File: src/hw/rtl/keypad_scan_servo_select_core_assert.svh
// ----------------------------------------------------------------------------
// Keypad scanner assertion macros
// Shorthand for the concurrent checks used in the keypad scanner top level.
// ----------------------------------------------------------------------------
`ifndef KEYPAD_SCAN_SERVO_SELECT_CORE_ASSERT_SVH
`define KEYPAD_SCAN_SERVO_SELECT_CORE_ASSERT_SVH

// A condition that must hold at every clock edge outside reset.
`define KSS_ASSERT_ALWAYS(lbl, clk, rst_n, cond) \
  lbl: assert property (@(posedge clk) disable iff (!rst_n) (cond)) \
    else $error("keypad scanner check failed");

// A condition that must hold in the cycle after a trigger.
`define KSS_ASSERT_NEXT(lbl, clk, rst_n, ante, cons) \
  lbl: assert property (@(posedge clk) disable iff (!rst_n) (ante) |=> (cons)) \
    else $error("keypad scanner sequence check failed");

`endif

File: src/hw/rtl/kss_pkg.sv
// ----------------------------------------------------------------------------
// Keypad scanner package
// Types, register map and constants shared by the keypad scanner modules.
// ----------------------------------------------------------------------------
package kss_pkg;

  localparam int TICK_CNT_W = 16;
  localparam int CFG_ADDR_W = 5;
  localparam int CFG_DATA_W = 32;

  typedef logic [TICK_CNT_W-1:0] cnt_t;

  typedef enum logic [1:0] {
    PH_IDLE     = 2'd0,
    PH_DEBOUNCE = 2'd1,
    PH_SCAN     = 2'd2,
    PH_HOLD     = 2'd3
  } phase_t;

  typedef enum logic [2:0] {
    REG_DEBOUNCE = 3'd0,
    REG_HOLD     = 3'd1,
    REG_POS_A    = 3'd2,
    REG_POS_B    = 3'd3,
    REG_POS_C    = 3'd4,
    REG_FADE_TOP = 3'd5
  } reg_idx_t;

  localparam logic [15:0] DEBOUNCE_RST = 16'd10;
  localparam logic [15:0] HOLD_RST     = 16'd1000;
  localparam logic [15:0] POS_A_RST    = 16'd500;
  localparam logic [15:0] POS_B_RST    = 16'd1500;
  localparam logic [15:0] POS_C_RST    = 16'd2500;
  localparam logic [9:0]  FADE_TOP_RST = 10'd999;
  localparam logic [15:0] SERVO_RST    = 16'd4999;
  localparam logic [9:0]  LED_RST      = 10'd500;
  localparam logic [9:0]  BRIGHT_RST   = 10'd1;

  localparam logic [3:0] COLS_NONE = 4'hF;
  localparam logic [3:0] ROWS_ALL_LOW = 4'h0;
  localparam logic [3:0] ROWS_ALL_HIGH = 4'hF;
  localparam logic [3:0] ROWS_LAST_SCAN = 4'b0111;
  localparam logic [1:0] LAST_ROW = 2'd3;

  localparam logic [3:0] KEY_A = 4'd3;
  localparam logic [3:0] KEY_B = 4'd7;
  localparam logic [3:0] KEY_C = 4'd11;

  typedef struct packed {
    logic [15:0] debounce_ticks;
    logic [15:0] hold_ticks;
    logic [15:0] servo_pos_a;
    logic [15:0] servo_pos_b;
    logic [15:0] servo_pos_c;
    logic [9:0]  fade_top;
  } cfg_t;

  typedef struct packed {
    logic [3:0]  row_drive;
    logic [15:0] servo_compare;
    logic [9:0]  led_compare;
    logic        key_valid;
    logic [3:0]  key_index;
  } res_t;

  typedef struct packed {
    logic out_valid;
    logic out_ready;
  } out_status_t;

endpackage

File: src/hw/rtl/kss_stream_if.sv
// ----------------------------------------------------------------------------
// Keypad scanner stream interfaces
// Valid/ready channels for column samples in and scan results out.
// ----------------------------------------------------------------------------
interface kss_in_if;
  logic       valid;
  logic       ready;
  logic [3:0] column_lines;

  modport source (output valid, output column_lines, input ready);
  modport sink (input valid, input column_lines, output ready);
endinterface

interface kss_out_if;
  logic        valid;
  logic        ready;
  logic [3:0]  row_drive;
  logic [15:0] servo_compare;
  logic [9:0]  led_compare;
  logic        key_valid;
  logic [3:0]  key_index;

  modport source (output valid, output row_drive, output servo_compare,
                  output led_compare, output key_valid, output key_index,
                  input ready);
  modport sink (input valid, input row_drive, input servo_compare,
                input led_compare, input key_valid, input key_index,
                output ready);
endinterface

File: src/hw/rtl/kss_cfg_regs.sv
// ----------------------------------------------------------------------------
// Keypad scanner configuration registers
// APB-style register file holding debounce, hold, servo and fade settings.
// ----------------------------------------------------------------------------
module kss_cfg_regs (
  input  logic                             clk,
  input  logic                             rst_n,
  input  logic                             psel,
  input  logic                             penable,
  input  logic                             pwrite,
  input  logic [kss_pkg::CFG_ADDR_W-1:0]   paddr,
  input  logic [kss_pkg::CFG_DATA_W-1:0]   pwdata,
  output logic [kss_pkg::CFG_DATA_W-1:0]   prdata,
  output logic                             pready,
  output kss_pkg::cfg_t                    cfg
);

  kss_pkg::cfg_t cfg_r;
  logic [2:0]    idx;
  logic          wr_en;

  assign pready = 1'b1;
  assign idx    = paddr[4:2];
  assign wr_en  = psel && penable && pwrite && pready;
  assign cfg    = cfg_r;

  always_ff @(posedge clk) begin
    if (!rst_n) begin
      cfg_r.debounce_ticks <= kss_pkg::DEBOUNCE_RST;
      cfg_r.hold_ticks     <= kss_pkg::HOLD_RST;
      cfg_r.servo_pos_a    <= kss_pkg::POS_A_RST;
      cfg_r.servo_pos_b    <= kss_pkg::POS_B_RST;
      cfg_r.servo_pos_c    <= kss_pkg::POS_C_RST;
      cfg_r.fade_top       <= kss_pkg::FADE_TOP_RST;
    end else if (wr_en) begin
      case (idx)
        kss_pkg::REG_DEBOUNCE: cfg_r.debounce_ticks <= pwdata[15:0];
        kss_pkg::REG_HOLD:     cfg_r.hold_ticks     <= pwdata[15:0];
        kss_pkg::REG_POS_A:    cfg_r.servo_pos_a    <= pwdata[15:0];
        kss_pkg::REG_POS_B:    cfg_r.servo_pos_b    <= pwdata[15:0];
        kss_pkg::REG_POS_C:    cfg_r.servo_pos_c    <= pwdata[15:0];
        kss_pkg::REG_FADE_TOP: cfg_r.fade_top       <= pwdata[9:0];
        default: ;
      endcase
    end
  end

  always_comb begin
    case (idx)
      kss_pkg::REG_DEBOUNCE: prdata = {16'd0, cfg_r.debounce_ticks};
      kss_pkg::REG_HOLD:     prdata = {16'd0, cfg_r.hold_ticks};
      kss_pkg::REG_POS_A:    prdata = {16'd0, cfg_r.servo_pos_a};
      kss_pkg::REG_POS_B:    prdata = {16'd0, cfg_r.servo_pos_b};
      kss_pkg::REG_POS_C:    prdata = {16'd0, cfg_r.servo_pos_c};
      kss_pkg::REG_FADE_TOP: prdata = {22'd0, cfg_r.fade_top};
      default:               prdata = '0;
    endcase
  end

endmodule

File: src/hw/rtl/kss_scan_engine.sv
// ----------------------------------------------------------------------------
// Keypad scanner engine
// Scan state machine, key decode, servo select and LED fade, one tick a request.
// ----------------------------------------------------------------------------
module kss_scan_engine (
  input  logic          clk,
  input  logic          rst_n,
  input  logic          step,
  input  logic [3:0]    column_lines,
  input  kss_pkg::cfg_t cfg,
  output kss_pkg::res_t res
);

  kss_pkg::phase_t phase_r, phase_nxt;
  kss_pkg::cnt_t   cnt_r, cnt_nxt;
  logic [1:0]      col_r, col_nxt;
  logic [1:0]      prow_r, prow_nxt;
  logic [1:0]      srow_r, srow_nxt;
  logic [9:0]      bright_r, bright_nxt;
  logic            rising_r, rising_nxt;
  logic [15:0]     servo_r, servo_nxt;
  logic [9:0]      led_r, led_nxt;

  kss_pkg::cnt_t   deb_cnt, hold_cnt, cnt_dec;
  logic [3:0]      low_cols;
  logic [1:0]      hi_col;
  logic            col_hit;
  logic [1:0]      prow_scan;
  logic [3:0]      key;
  logic            servo_key;
  logic            last_row;
  logic            fade_turn;
  logic            rising_step;

  assign deb_cnt   = kss_pkg::TICK_CNT_W'(cfg.debounce_ticks);
  assign hold_cnt  = kss_pkg::TICK_CNT_W'(cfg.hold_ticks);
  assign cnt_dec   = (cnt_r != '0) ? cnt_r - 1'b1 : cnt_r;
  assign low_cols  = ~column_lines;
  // The highest-numbered low column wins.
  assign hi_col    = low_cols[3] ? 2'd3 : low_cols[2] ? 2'd2 : low_cols[1] ? 2'd1 : 2'd0;
  assign col_hit   = !column_lines[col_r];
  assign prow_scan = col_hit ? srow_r : prow_r;
  assign key       = {prow_scan, col_r};
  assign servo_key = (key == kss_pkg::KEY_A) || (key == kss_pkg::KEY_B) ||
                     (key == kss_pkg::KEY_C);
  assign last_row  = (srow_r == kss_pkg::LAST_ROW);
  assign fade_turn = (bright_r >= cfg.fade_top) || (bright_r == '0);
  assign rising_step = rising_r ^ fade_turn;

  // Next phase.
  always_comb begin
    phase_nxt = phase_r;
    case (phase_r)
      kss_pkg::PH_IDLE: begin
        if (column_lines != kss_pkg::COLS_NONE) begin
          phase_nxt = (deb_cnt == '0) ? kss_pkg::PH_SCAN : kss_pkg::PH_DEBOUNCE;
        end
      end
      kss_pkg::PH_DEBOUNCE: begin
        if (cnt_dec == '0) begin
          phase_nxt = kss_pkg::PH_SCAN;
        end
      end
      kss_pkg::PH_SCAN: begin
        if (last_row) begin
          phase_nxt = (servo_key && hold_cnt != '0) ? kss_pkg::PH_HOLD : kss_pkg::PH_IDLE;
        end
      end
      kss_pkg::PH_HOLD: begin
        if (cnt_dec == '0) begin
          phase_nxt = kss_pkg::PH_IDLE;
        end
      end
      default: phase_nxt = kss_pkg::PH_IDLE;
    endcase
  end

  // Datapath and result fields.
  always_comb begin
    cnt_nxt    = cnt_r;
    col_nxt    = col_r;
    prow_nxt   = prow_r;
    srow_nxt   = srow_r;
    bright_nxt = bright_r;
    rising_nxt = rising_r;
    servo_nxt  = servo_r;
    led_nxt    = led_r;
    res.row_drive = kss_pkg::ROWS_ALL_LOW;
    res.key_valid = 1'b0;
    res.key_index = 4'd0;
    case (phase_r)
      kss_pkg::PH_IDLE: begin
        if (column_lines != kss_pkg::COLS_NONE) begin
          col_nxt  = hi_col;
          cnt_nxt  = deb_cnt;
          srow_nxt = 2'd0;
        end
      end
      kss_pkg::PH_DEBOUNCE: begin
        cnt_nxt = cnt_dec;
        if (cnt_dec == '0) begin
          srow_nxt = 2'd0;
        end
      end
      kss_pkg::PH_SCAN: begin
        res.row_drive = ~(4'd1 << srow_r);
        prow_nxt = prow_scan;
        if (last_row) begin
          srow_nxt      = 2'd0;
          res.key_valid = 1'b1;
          res.key_index = key;
          if (key == kss_pkg::KEY_A) begin
            servo_nxt = cfg.servo_pos_a;
          end else if (key == kss_pkg::KEY_B) begin
            servo_nxt = cfg.servo_pos_b;
          end else if (key == kss_pkg::KEY_C) begin
            servo_nxt = cfg.servo_pos_c;
          end
          if (servo_key) begin
            cnt_nxt = hold_cnt;
          end
          rising_nxt = rising_step;
          bright_nxt = rising_step ? bright_r + 10'd1 : bright_r - 10'd1;
          led_nxt    = bright_nxt;
        end else begin
          srow_nxt = srow_r + 2'd1;
        end
      end
      kss_pkg::PH_HOLD: begin
        res.row_drive = kss_pkg::ROWS_ALL_HIGH;
        cnt_nxt = cnt_dec;
      end
      default: ;
    endcase
    res.servo_compare = servo_nxt;
    res.led_compare   = led_nxt;
  end

  always_ff @(posedge clk) begin
    if (!rst_n) begin
      phase_r  <= kss_pkg::PH_IDLE;
      cnt_r    <= '0;
      col_r    <= 2'd0;
      prow_r   <= 2'd0;
      srow_r   <= 2'd0;
      bright_r <= kss_pkg::BRIGHT_RST;
      rising_r <= 1'b1;
      servo_r  <= kss_pkg::SERVO_RST;
      led_r    <= kss_pkg::LED_RST;
    end else if (step) begin
      phase_r  <= phase_nxt;
      cnt_r    <= cnt_nxt;
      col_r    <= col_nxt;
      prow_r   <= prow_nxt;
      srow_r   <= srow_nxt;
      bright_r <= bright_nxt;
      rising_r <= rising_nxt;
      servo_r  <= servo_nxt;
      led_r    <= led_nxt;
    end
  end

endmodule

File: src/hw/rtl/kss_out_reg.sv
// ----------------------------------------------------------------------------
// Keypad scanner result register
// Holds one result until the sink takes it, so input and output stay decoupled.
// ----------------------------------------------------------------------------
module kss_out_reg (
  input  logic                 clk,
  input  logic                 rst_n,
  input  logic                 load,
  input  kss_pkg::res_t        res,
  output kss_pkg::out_status_t status,
  kss_out_if.source            out_ch
);

  logic          valid_r, valid_nxt;
  kss_pkg::res_t data_r;

  assign status.out_valid = valid_r;
  assign status.out_ready = out_ch.ready;

  always_comb begin
    valid_nxt = valid_r;
    if (load) begin
      valid_nxt = 1'b1;
    end else if (out_ch.ready) begin
      valid_nxt = 1'b0;
    end
  end

  always_ff @(posedge clk) begin
    if (!rst_n) begin
      valid_r <= 1'b0;
    end else begin
      valid_r <= valid_nxt;
    end
  end

  always_ff @(posedge clk) begin
    if (load) begin
      data_r <= res;
    end
  end

  assign out_ch.valid         = valid_r;
  assign out_ch.row_drive     = data_r.row_drive;
  assign out_ch.servo_compare = data_r.servo_compare;
  assign out_ch.led_compare   = data_r.led_compare;
  assign out_ch.key_valid     = data_r.key_valid;
  assign out_ch.key_index     = data_r.key_index;

endmodule

File: src/hw/rtl/keypad_scan_servo_select_core.sv
// ----------------------------------------------------------------------------
// Keypad scan servo select core
// Output: a result appears on the output in the cycle after its tick is accepted.
// Throughput: one tick per cycle; the input stalls only while a result waits.
// Reset: synchronous, active low; no clearing pass, ready from the first cycle.
// ----------------------------------------------------------------------------
`include "keypad_scan_servo_select_core_assert.svh"

module keypad_scan_servo_select_core (
  input  logic                           clk,
  input  logic                           rst_n,
  kss_in_if.sink                         in_ch,
  kss_out_if.source                      out_ch,
  input  logic                           psel,
  input  logic                           penable,
  input  logic                           pwrite,
  input  logic [kss_pkg::CFG_ADDR_W-1:0] paddr,
  input  logic [kss_pkg::CFG_DATA_W-1:0] pwdata,
  output logic [kss_pkg::CFG_DATA_W-1:0] prdata,
  output logic                           pready
);

  kss_pkg::cfg_t        cfg;
  kss_pkg::res_t        res;
  kss_pkg::out_status_t status;
  logic                 fire;

  // A new request is taken whenever the result register is empty or draining.
  assign in_ch.ready = !status.out_valid || status.out_ready;
  assign fire        = in_ch.valid && in_ch.ready;

  kss_cfg_regs u_cfg (
    .clk     (clk),
    .rst_n   (rst_n),
    .psel    (psel),
    .penable (penable),
    .pwrite  (pwrite),
    .paddr   (paddr),
    .pwdata  (pwdata),
    .prdata  (prdata),
    .pready  (pready),
    .cfg     (cfg)
  );

  kss_scan_engine u_engine (
    .clk          (clk),
    .rst_n        (rst_n),
    .step         (fire),
    .column_lines (in_ch.column_lines),
    .cfg          (cfg),
    .res          (res)
  );

  kss_out_reg u_out (
    .clk    (clk),
    .rst_n  (rst_n),
    .load   (fire),
    .res    (res),
    .status (status),
    .out_ch (out_ch)
  );

  `KSS_ASSERT_NEXT(a_fire_gives_result, clk, rst_n, fire, out_ch.valid)
  `KSS_ASSERT_ALWAYS(a_stall_blocks_input, clk, rst_n,
                     !(out_ch.valid && !out_ch.ready) || !in_ch.ready)
  `KSS_ASSERT_ALWAYS(a_decode_on_last_row, clk, rst_n,
                     !(out_ch.valid && out_ch.key_valid) ||
                     (out_ch.row_drive == kss_pkg::ROWS_LAST_SCAN))
  `KSS_ASSERT_ALWAYS(a_no_key_no_index, clk, rst_n,
                     !(out_ch.valid && !out_ch.key_valid) || (out_ch.key_index == 4'd0))

endmodule
File: src/flat_wrapper.sv
// flat-port wrapper written by rule: the top's interface ports become plain ports
module keypad_scan_servo_select_core_flat 
  (clk, rst_n, psel, penable, pwrite, paddr, pwdata, prdata, pready, in_ch_valid, in_ch_column_lines, in_ch_ready, out_ch_valid, out_ch_row_drive, out_ch_servo_compare, out_ch_led_compare, out_ch_key_valid, out_ch_key_index, out_ch_ready);
  kss_in_if in_ch_i ();
  kss_out_if out_ch_i ();
  input  logic clk;
  input  logic rst_n;
  input  logic psel;
  input  logic penable;
  input  logic pwrite;
  input  logic [kss_pkg::CFG_ADDR_W-1:0] paddr;
  input  logic [kss_pkg::CFG_DATA_W-1:0] pwdata;
  output logic [kss_pkg::CFG_DATA_W-1:0] prdata;
  output logic pready;
  input wire logic [$bits(in_ch_i.valid)-1:0] in_ch_valid;
  input wire logic [$bits(in_ch_i.column_lines)-1:0] in_ch_column_lines;
  output wire logic [$bits(in_ch_i.ready)-1:0] in_ch_ready;
  output wire logic [$bits(out_ch_i.valid)-1:0] out_ch_valid;
  output wire logic [$bits(out_ch_i.row_drive)-1:0] out_ch_row_drive;
  output wire logic [$bits(out_ch_i.servo_compare)-1:0] out_ch_servo_compare;
  output wire logic [$bits(out_ch_i.led_compare)-1:0] out_ch_led_compare;
  output wire logic [$bits(out_ch_i.key_valid)-1:0] out_ch_key_valid;
  output wire logic [$bits(out_ch_i.key_index)-1:0] out_ch_key_index;
  input wire logic [$bits(out_ch_i.ready)-1:0] out_ch_ready;
  assign in_ch_i.valid = in_ch_valid;
  assign in_ch_i.column_lines = in_ch_column_lines;
  assign in_ch_ready = in_ch_i.ready;
  assign out_ch_valid = out_ch_i.valid;
  assign out_ch_row_drive = out_ch_i.row_drive;
  assign out_ch_servo_compare = out_ch_i.servo_compare;
  assign out_ch_led_compare = out_ch_i.led_compare;
  assign out_ch_key_valid = out_ch_i.key_valid;
  assign out_ch_key_index = out_ch_i.key_index;
  assign out_ch_i.ready = out_ch_ready;
  keypad_scan_servo_select_core u_core (.clk(clk), .rst_n(rst_n), .in_ch(in_ch_i), .out_ch(out_ch_i), .psel(psel), .penable(penable), .pwrite(pwrite), .paddr(paddr), .pwdata(pwdata), .prdata(prdata), .pready(pready));
endmodule
File: config.mk
export PLATFORM = sky130hd
export DESIGN_NAME = keypad_scan_servo_select_core_flat
export DESIGN_NICKNAME = d
export VERILOG_FILES = /design/src/hw/rtl/kss_pkg.sv /design/src/hw/rtl/kss_stream_if.sv /design/src/hw/rtl/kss_cfg_regs.sv /design/src/hw/rtl/kss_scan_engine.sv /design/src/hw/rtl/kss_out_reg.sv /design/src/hw/rtl/keypad_scan_servo_select_core.sv /design/src/flat_wrapper.sv
export VERILOG_INCLUDE_DIRS = /design/src /design/src/hw/rtl
export SDC_FILE = /design/constraint.sdc
export NUM_CORES = 1
export LEC_CHECK = 0
export BUFFER_PORTS_ARGS = -buffer_cell sky130_fd_sc_hd__buf_2
export CAP_MARGIN = 40
export CORE_MARGIN = 2
export CORE_UTILIZATION = 64
export DETAILED_ROUTE_END_ITERATION = 16
export PLACE_DENSITY = 0.88
export SLEW_MARGIN = 20
export SYNTH_ARGS = -nofsm -noshare
export SYNTH_HDL_FRONTEND = slang
export SYNTH_HIERARCHICAL = 1
export SYNTH_SLANG_ARGS = --single-unit
File: constraint.sdc
create_clock -name clk -period 9.9 [get_ports clk]
set_input_delay 1.98 -clock clk [delete_from_list [all_inputs] [get_ports clk]]
set_output_delay 1.98 -clock clk [all_outputs]
set_load 0.03 [all_outputs]
==> flow_summary.ini, run 1 <==
[global_route]
grt_pass1_wl_um = 42100
grt_pass1_vias = 8120
antenna_found_initial = 0
track_usage = 0.321
grt_max_degree = 96
grt-ovfl-total = 0

[placed_design]
hpwl_um = 17700
gp_congestion = 0.915
portBuffers = 82

[drt]
dr.first_iter.drc_count = 1223
num_vias = 8969
post_drt_wl_per_cell_um = 19.4
via_per_inst = 6.46
ant_nets = 0
drc = 0
wl_um = 27000
firstDrtPassIters = 6

[worst_setup_path]
cp_common_cell = buf_2
critPathSlowestCell = buf_2
crit_type = input pin to output port
critPathLaunchType = input pin
arrival_ps = 4050
cp-end-kind = output port
max_stage_delay_ps = 650
worstPathCellList = buf_2 > nand2b_1 > o22a_1 > o21ai_0 > buf_2
cp_max_fo = 29
required_ps = 7920
r2r_cells = 13

[synth]
syn_inst = 1135
synth.area.top_cells = dfxtp_1 (30%), edfxtp_1 (10%), mux2i_1 (9.2%)
synth_top_cell_by_area = dfxtp_1
synth.most_common_cell = nand2_1
yosysUniqueCellTypes = 76
synth_area_um2 = 10100
ys_seq_area_frac = 0.406
ys.flop_type = dfxtp_1
ys_ff_latch = 187
synth_common_cells = nand2_1 (185), dfxtp_1 (152), mux2i_1 (93)
synthArstFlopShare = 0
synth_edf_count = 35
synth.avg_cell_area_um2 = 8.88
yosysWarnings = 6
yosysTopAreaCellShare = 0.302

[finish]
drive_gt1_frac = 0.145
nFillCells = 1149
multiInputGateArea_um2 = 5370
nNetsFinal = 1230
syn2layout_area_growth_pct = 9.41
n_antenna_cell = 0
layout.area.seq_um2 = 4090

[power_and_ir_drop]
irDropWorstVdd_mv = 0.137
pwr_density_cell_nw_per_um2 = 162
p_leak_uw = 0.00458
power.total_uw = 1780

[floorplan]
core_area_um2 = 15300
io-pin-count = 118
row_count = 45
die-area_um2 = 16800
die_y_um = 129
die_x_um = 129
start_util = 0.658

[clock_network]
numCtsBuffers = 17
insertion_delay_ps = 450
cts_setup_buffers = 0
root_buffer = clkbuf_16
clk_pin_slew_worst_paths_ps = 70
cts_buffer_depth = 2
clock_sinks = 187
cts.repair.resized = 0
cts_hold_buf = 0
tritoncts = done
h-tree-depth = 4

[run]
maxCapViolations = 0

[sta]
slew_headroom = 0.429
tightest_slew_ps = 856
fin_crit_sh = 0.609
fin_skew_ps = 13.8
setup_viol_count_final = 0
hold_viol = 0
slew_viol_final = 0
clock.fmax_ghz = 0.166
fin_crit_ps = 6030
setup_tns_ps = 0
rsz0062_at_grt = false

[worst_hold_path]
min_path_type = flop to flop
worstHoldPathCells = 1

[outcome]
status = completed
[where the power goes]
part	leakage, uW	switching, uW	internal, uW	total, uW
Sequential	0.00154	17.0	792	809
Clock	0.000290	304	392	696
Combinational	0.00275	191	87.3	278
[metrics by stage]
step	setup slack (ps)	hold WS (ps)	util	instances	cell area (um^2)
after floorplan	4660	437	-	1150	10100
after global placement	3910	444	0.675	1352	10300
after detailed placement	3990	454	0.678	1355	10400
after CTS	3960	474	0.717	1387	11000
after global routing	3840	486	0.720	1389	11000
final	3870	471	0.720	1389	11000
[layout by cell type (no fill, tap or decap), types with 18 or more instances in the layout]
cell	count
mux2_2	23
o211ai_1	36
nor2_1	52
buf_2	81
clkbuf_16	18
nand2_1	185
mux2i_1	93
o21ai_0	91
nand3_1	30
dfxtp_1	152
edfxtp_1	35
a21oi_1	34
inv_1	31
[per-layer routing]
layer | vias to the layer above | track usage | share of wire
met2 | 548 | 0.485 | 0.45
met1 | 4195 | 0.445 | 0.42
met4 | 0 | 0.126 | 0.032
li1 | 4138 | - | -
met5 | - | 0 | 0
met3 | 88 | 0.0805 | 0.10
[worst paths after layout]
check	from	end	slack, ps
min reg2reg	u_core/u_engine/servo_r[2]$_SDFFE_PN1P_	u_core/u_engine/servo_r[2]$_SDFFE_PN1P_	470
max	paddr[3]	prdata[6]	3870
min	u_core/u_engine/servo_r[2]$_SDFFE_PN1P_	u_core/u_engine/servo_r[2]$_SDFFE_PN1P_	470
max reg2reg	u_core/u_engine/bright_r[3]$_SDFFE_PN0P_	u_core/u_out/out_ch.led_compare[6]$_DFFE_PP_	6120
[final cells by class]
class,count,share of cell area
tap,211,0.0239
inverter,33,0.0112
clock inverter,11,0.0121
sequential,187,0.371
multi-input combinational,829,0.487
clock buffer,21,0.0419
timing repair buffer,97,0.0526
[cells by family (layout without fill, tap and decap cells)]
group,count (synthesis),in the layout,synth area share
other,2,17,0.000745
AOI/OAI and AO/OA,288,288,0.188
buffers and inverters,134,162,0.0667
xor gates and xnor gates,10,10,0.00869
and+or+nand+nor,371,371,0.177
DFF,187,187,0.406
muxes,126,126,0.132
adders and majority gates,17,17,0.0211
[critical path: cells and delay by family]
| family | cells | cell delay (ps) |
|---|---|---|
| and+or+nand+nor | 1 | 630 |
| buffers and inverters | 2 | 910 |
| AOI/OAI and AO/OA | 2 | 520 |
[flip-flops by register name, indices dropped and copies added (netlist names)]
register                           flops
u_core/u_engine/col_r                  2
u_core/u_out/out_ch.valid              1
u_core/u_engine/servo_r               16
u_core/u_engine/cnt_r                 16
u_core/u_engine/led_r                 10
u_core/u_engine/bright_r              10
u_core/u_out/out_ch.row_drive          4
u_core/u_engine/prow_r                 2
u_core/u_engine/rising_r               1
u_core/u_out/out_ch.led_compare       10
u_core/u_engine/srow_r                 2
u_core/u_out/out_ch.key_valid          1
u_core/u_out/out_ch.servo_compare     16
u_core/u_engine/phase_r                2
u_core/u_cfg/cfg                      90
u_core/u_out/out_ch.key_index          4
Power figures use the tool's default switching activity.
==> run 2: changes to the inputs <==
- CORE_UTILIZATION: 64 -> 59
- PLACE_DENSITY: 0.88 -> 0.83
- clock period: 9.9 -> 6.3 ns (I/O delays scaled with it)
==> run 2 against run 1 <==
Against the previous run:
- sequential share of layout area shrank 0.12 points
- cell area rose by 0.33%
- power increased by 57%
- clock skew fell by 2.5 ps
- largest cell class unchanged
- die area grew 8.2%
- clock-buffer cell count decreased by 2
- non-clock buffer count is the same
- via count down 0.86%
- final cell count rose by 0.65%
==> flow_summary.ini, run 2 (synthesis gave the netlist of run 1 again) <==
[outcome]
status = completed

[clock_network]
root_buffer = clkbuf_16
cts_hold_buf = 0
h-tree-depth = 4
insertion_delay_ps = 440
tritoncts = done
clk_pin_slew_worst_paths_ps = 70
cts_buffer_depth = 2
clock_sinks = 187
cts_setup_buffers = 0
numCtsBuffers = 17
cts.repair.resized = 0

[run]
maxCapViolations = 0

[power_and_ir_drop]
switching_share = 0.288
p_int_uw = 2000
p_leak_uw = 0.00459
p_switching_uw = 810
pwr-share-clk = 0.392
seq_power_share = 0.453
power_frac_comb = 0.155
irDropWorstVdd_mv = 0.213
pwr_density_cell_nw_per_um2 = 254

[global_route]
antenna_found_initial = 0
grt_pass1_wl_um = 41900
grt-ovfl-total = 0
track_usage = 0.292
grt_max_degree = 64
grt_pass1_vias = 8095

[drt]
via_per_inst = 6.36
dr.first_iter.drc_count = 1003
firstDrtPassIters = 6
ant_nets = 0
wl_um = 26600
post_drt_wl_per_cell_um = 19.0
drc = 0
num_vias = 8892

[sta]
slew_headroom = 0.469
fin_skew_ps = 11.4
setup_tns_ps = 0
hold_viol = 0
slew_viol_final = 0
clock.fmax_ghz = 0.221
tightest_slew_ps = 797
fin_crit_ps = 4530
setup_viol_count_final = 0
fin_crit_sh = 0.719
hold_ws_ps = 468
rsz0062_at_grt = false

[worst_setup_path]
reg2reg_slack_ps = 2400
r2r_cells = 13
arrival_ps = 3270
critPathLaunchType = input pin
crit_type = input pin to output port
required_ps = 5040
cp-end-kind = output port
cp_max_fo = 29

[finish]
drive_gt1_frac = 0.147
n_antenna_cell = 0
syn2layout_area_growth_pct = 9.77
nNetsFinal = 1230
largest_reg_flops = 90
final_cell_mix = nand2_1 (185), dfxtp_1 (152), mux2i_1 (93), o21ai_0 (91), buf_2 (81)
final_common_cell = nand2_1

[floorplan]
core_area_um2 = 16600
start_util = 0.606
die_y_um = 135
die-area_um2 = 18100
io-pin-count = 118
die_x_um = 135
row_count = 47

[worst_hold_path]
min_path_type = flop to flop
worstHoldPathCells = 1

[placed_design]
hpwl_um = 17800
portBuffers = 82
gp_congestion = 0.907
-- run 2: changes by cell type in the layout (fill, tap and decap cells not counted), sizes merged --
cell / delta
inv: +1
clkbuf: -2
clkinv: +1
-- run 2: path summary, 6_finish.rpt --
kind	startpoint	endpoint
max	paddr[3]	prdata[6]
min reg2reg	u_core/u_engine/servo_r[9]$_SDFFE_PN1P_	u_core/u_engine/servo_r[9]$_SDFFE_PN1P_
max reg2reg	u_core/u_engine/bright_r[3]$_SDFFE_PN0P_	u_core/u_out/out_ch.led_compare[6]$_DFFE_PP_
min	u_core/u_engine/servo_r[9]$_SDFFE_PN1P_	u_core/u_engine/servo_r[9]$_SDFFE_PN1P_
-- run 2: worst max-delay path, cell delays in order --
cell,delay [ps]
buf_2,610
nand2b_1,620
o22a_1,370
o21ai_0,130
buf_2,270
-- run 2: routing by layer --
| layer | part of all wire | vias to the layer above | track usage |
|---|---|---|---|
| li1 | - | 4136 | - |
| met1 | 0.42 | 4185 | 0.404 |
| met2 | 0.45 | 501 | 0.451 |
| met3 | 0.093 | 70 | 0.0492 |
| met4 | 0.036 | 0 | 0.131 |
| met5 | 0 | - | 0 |
-- run 2: per-stage QoR --
stage	total power (uW)	std cells	setup WS (ps)	cell area, um^2	util
after detailed placement	1720	1365	1860	10400	0.627
after global routing	2910	1398	1720	11100	0.665
final	2810	1398	1770	11100	0.665
after global placement	1710	1362	1870	10400	0.622
after CTS	2810	1397	1860	11000	0.663
after floorplan	1630	1150	2500	10100	-
-- run 2: cell type report --
class                           instances  area (um^2)
Tap cell                              220          275
Fill cell                            1355         5580
Multi-Input combinational cell        829         5370
Timing Repair Buffer                   97          593
Clock buffer                           19          453
Inverter                               33          124
Sequential cell                       187         4090
Clock inverter                         13          155
-- run 2: power groups by stage --
stage	registers, uW	logic, uW	clock network [uW]
finish	1270	436	1100
CTS	1270	425	1110
floorplan	1300	321	0
global placement	1300	413	0
global route	1270	476	1160
detailed placement	1300	423	0
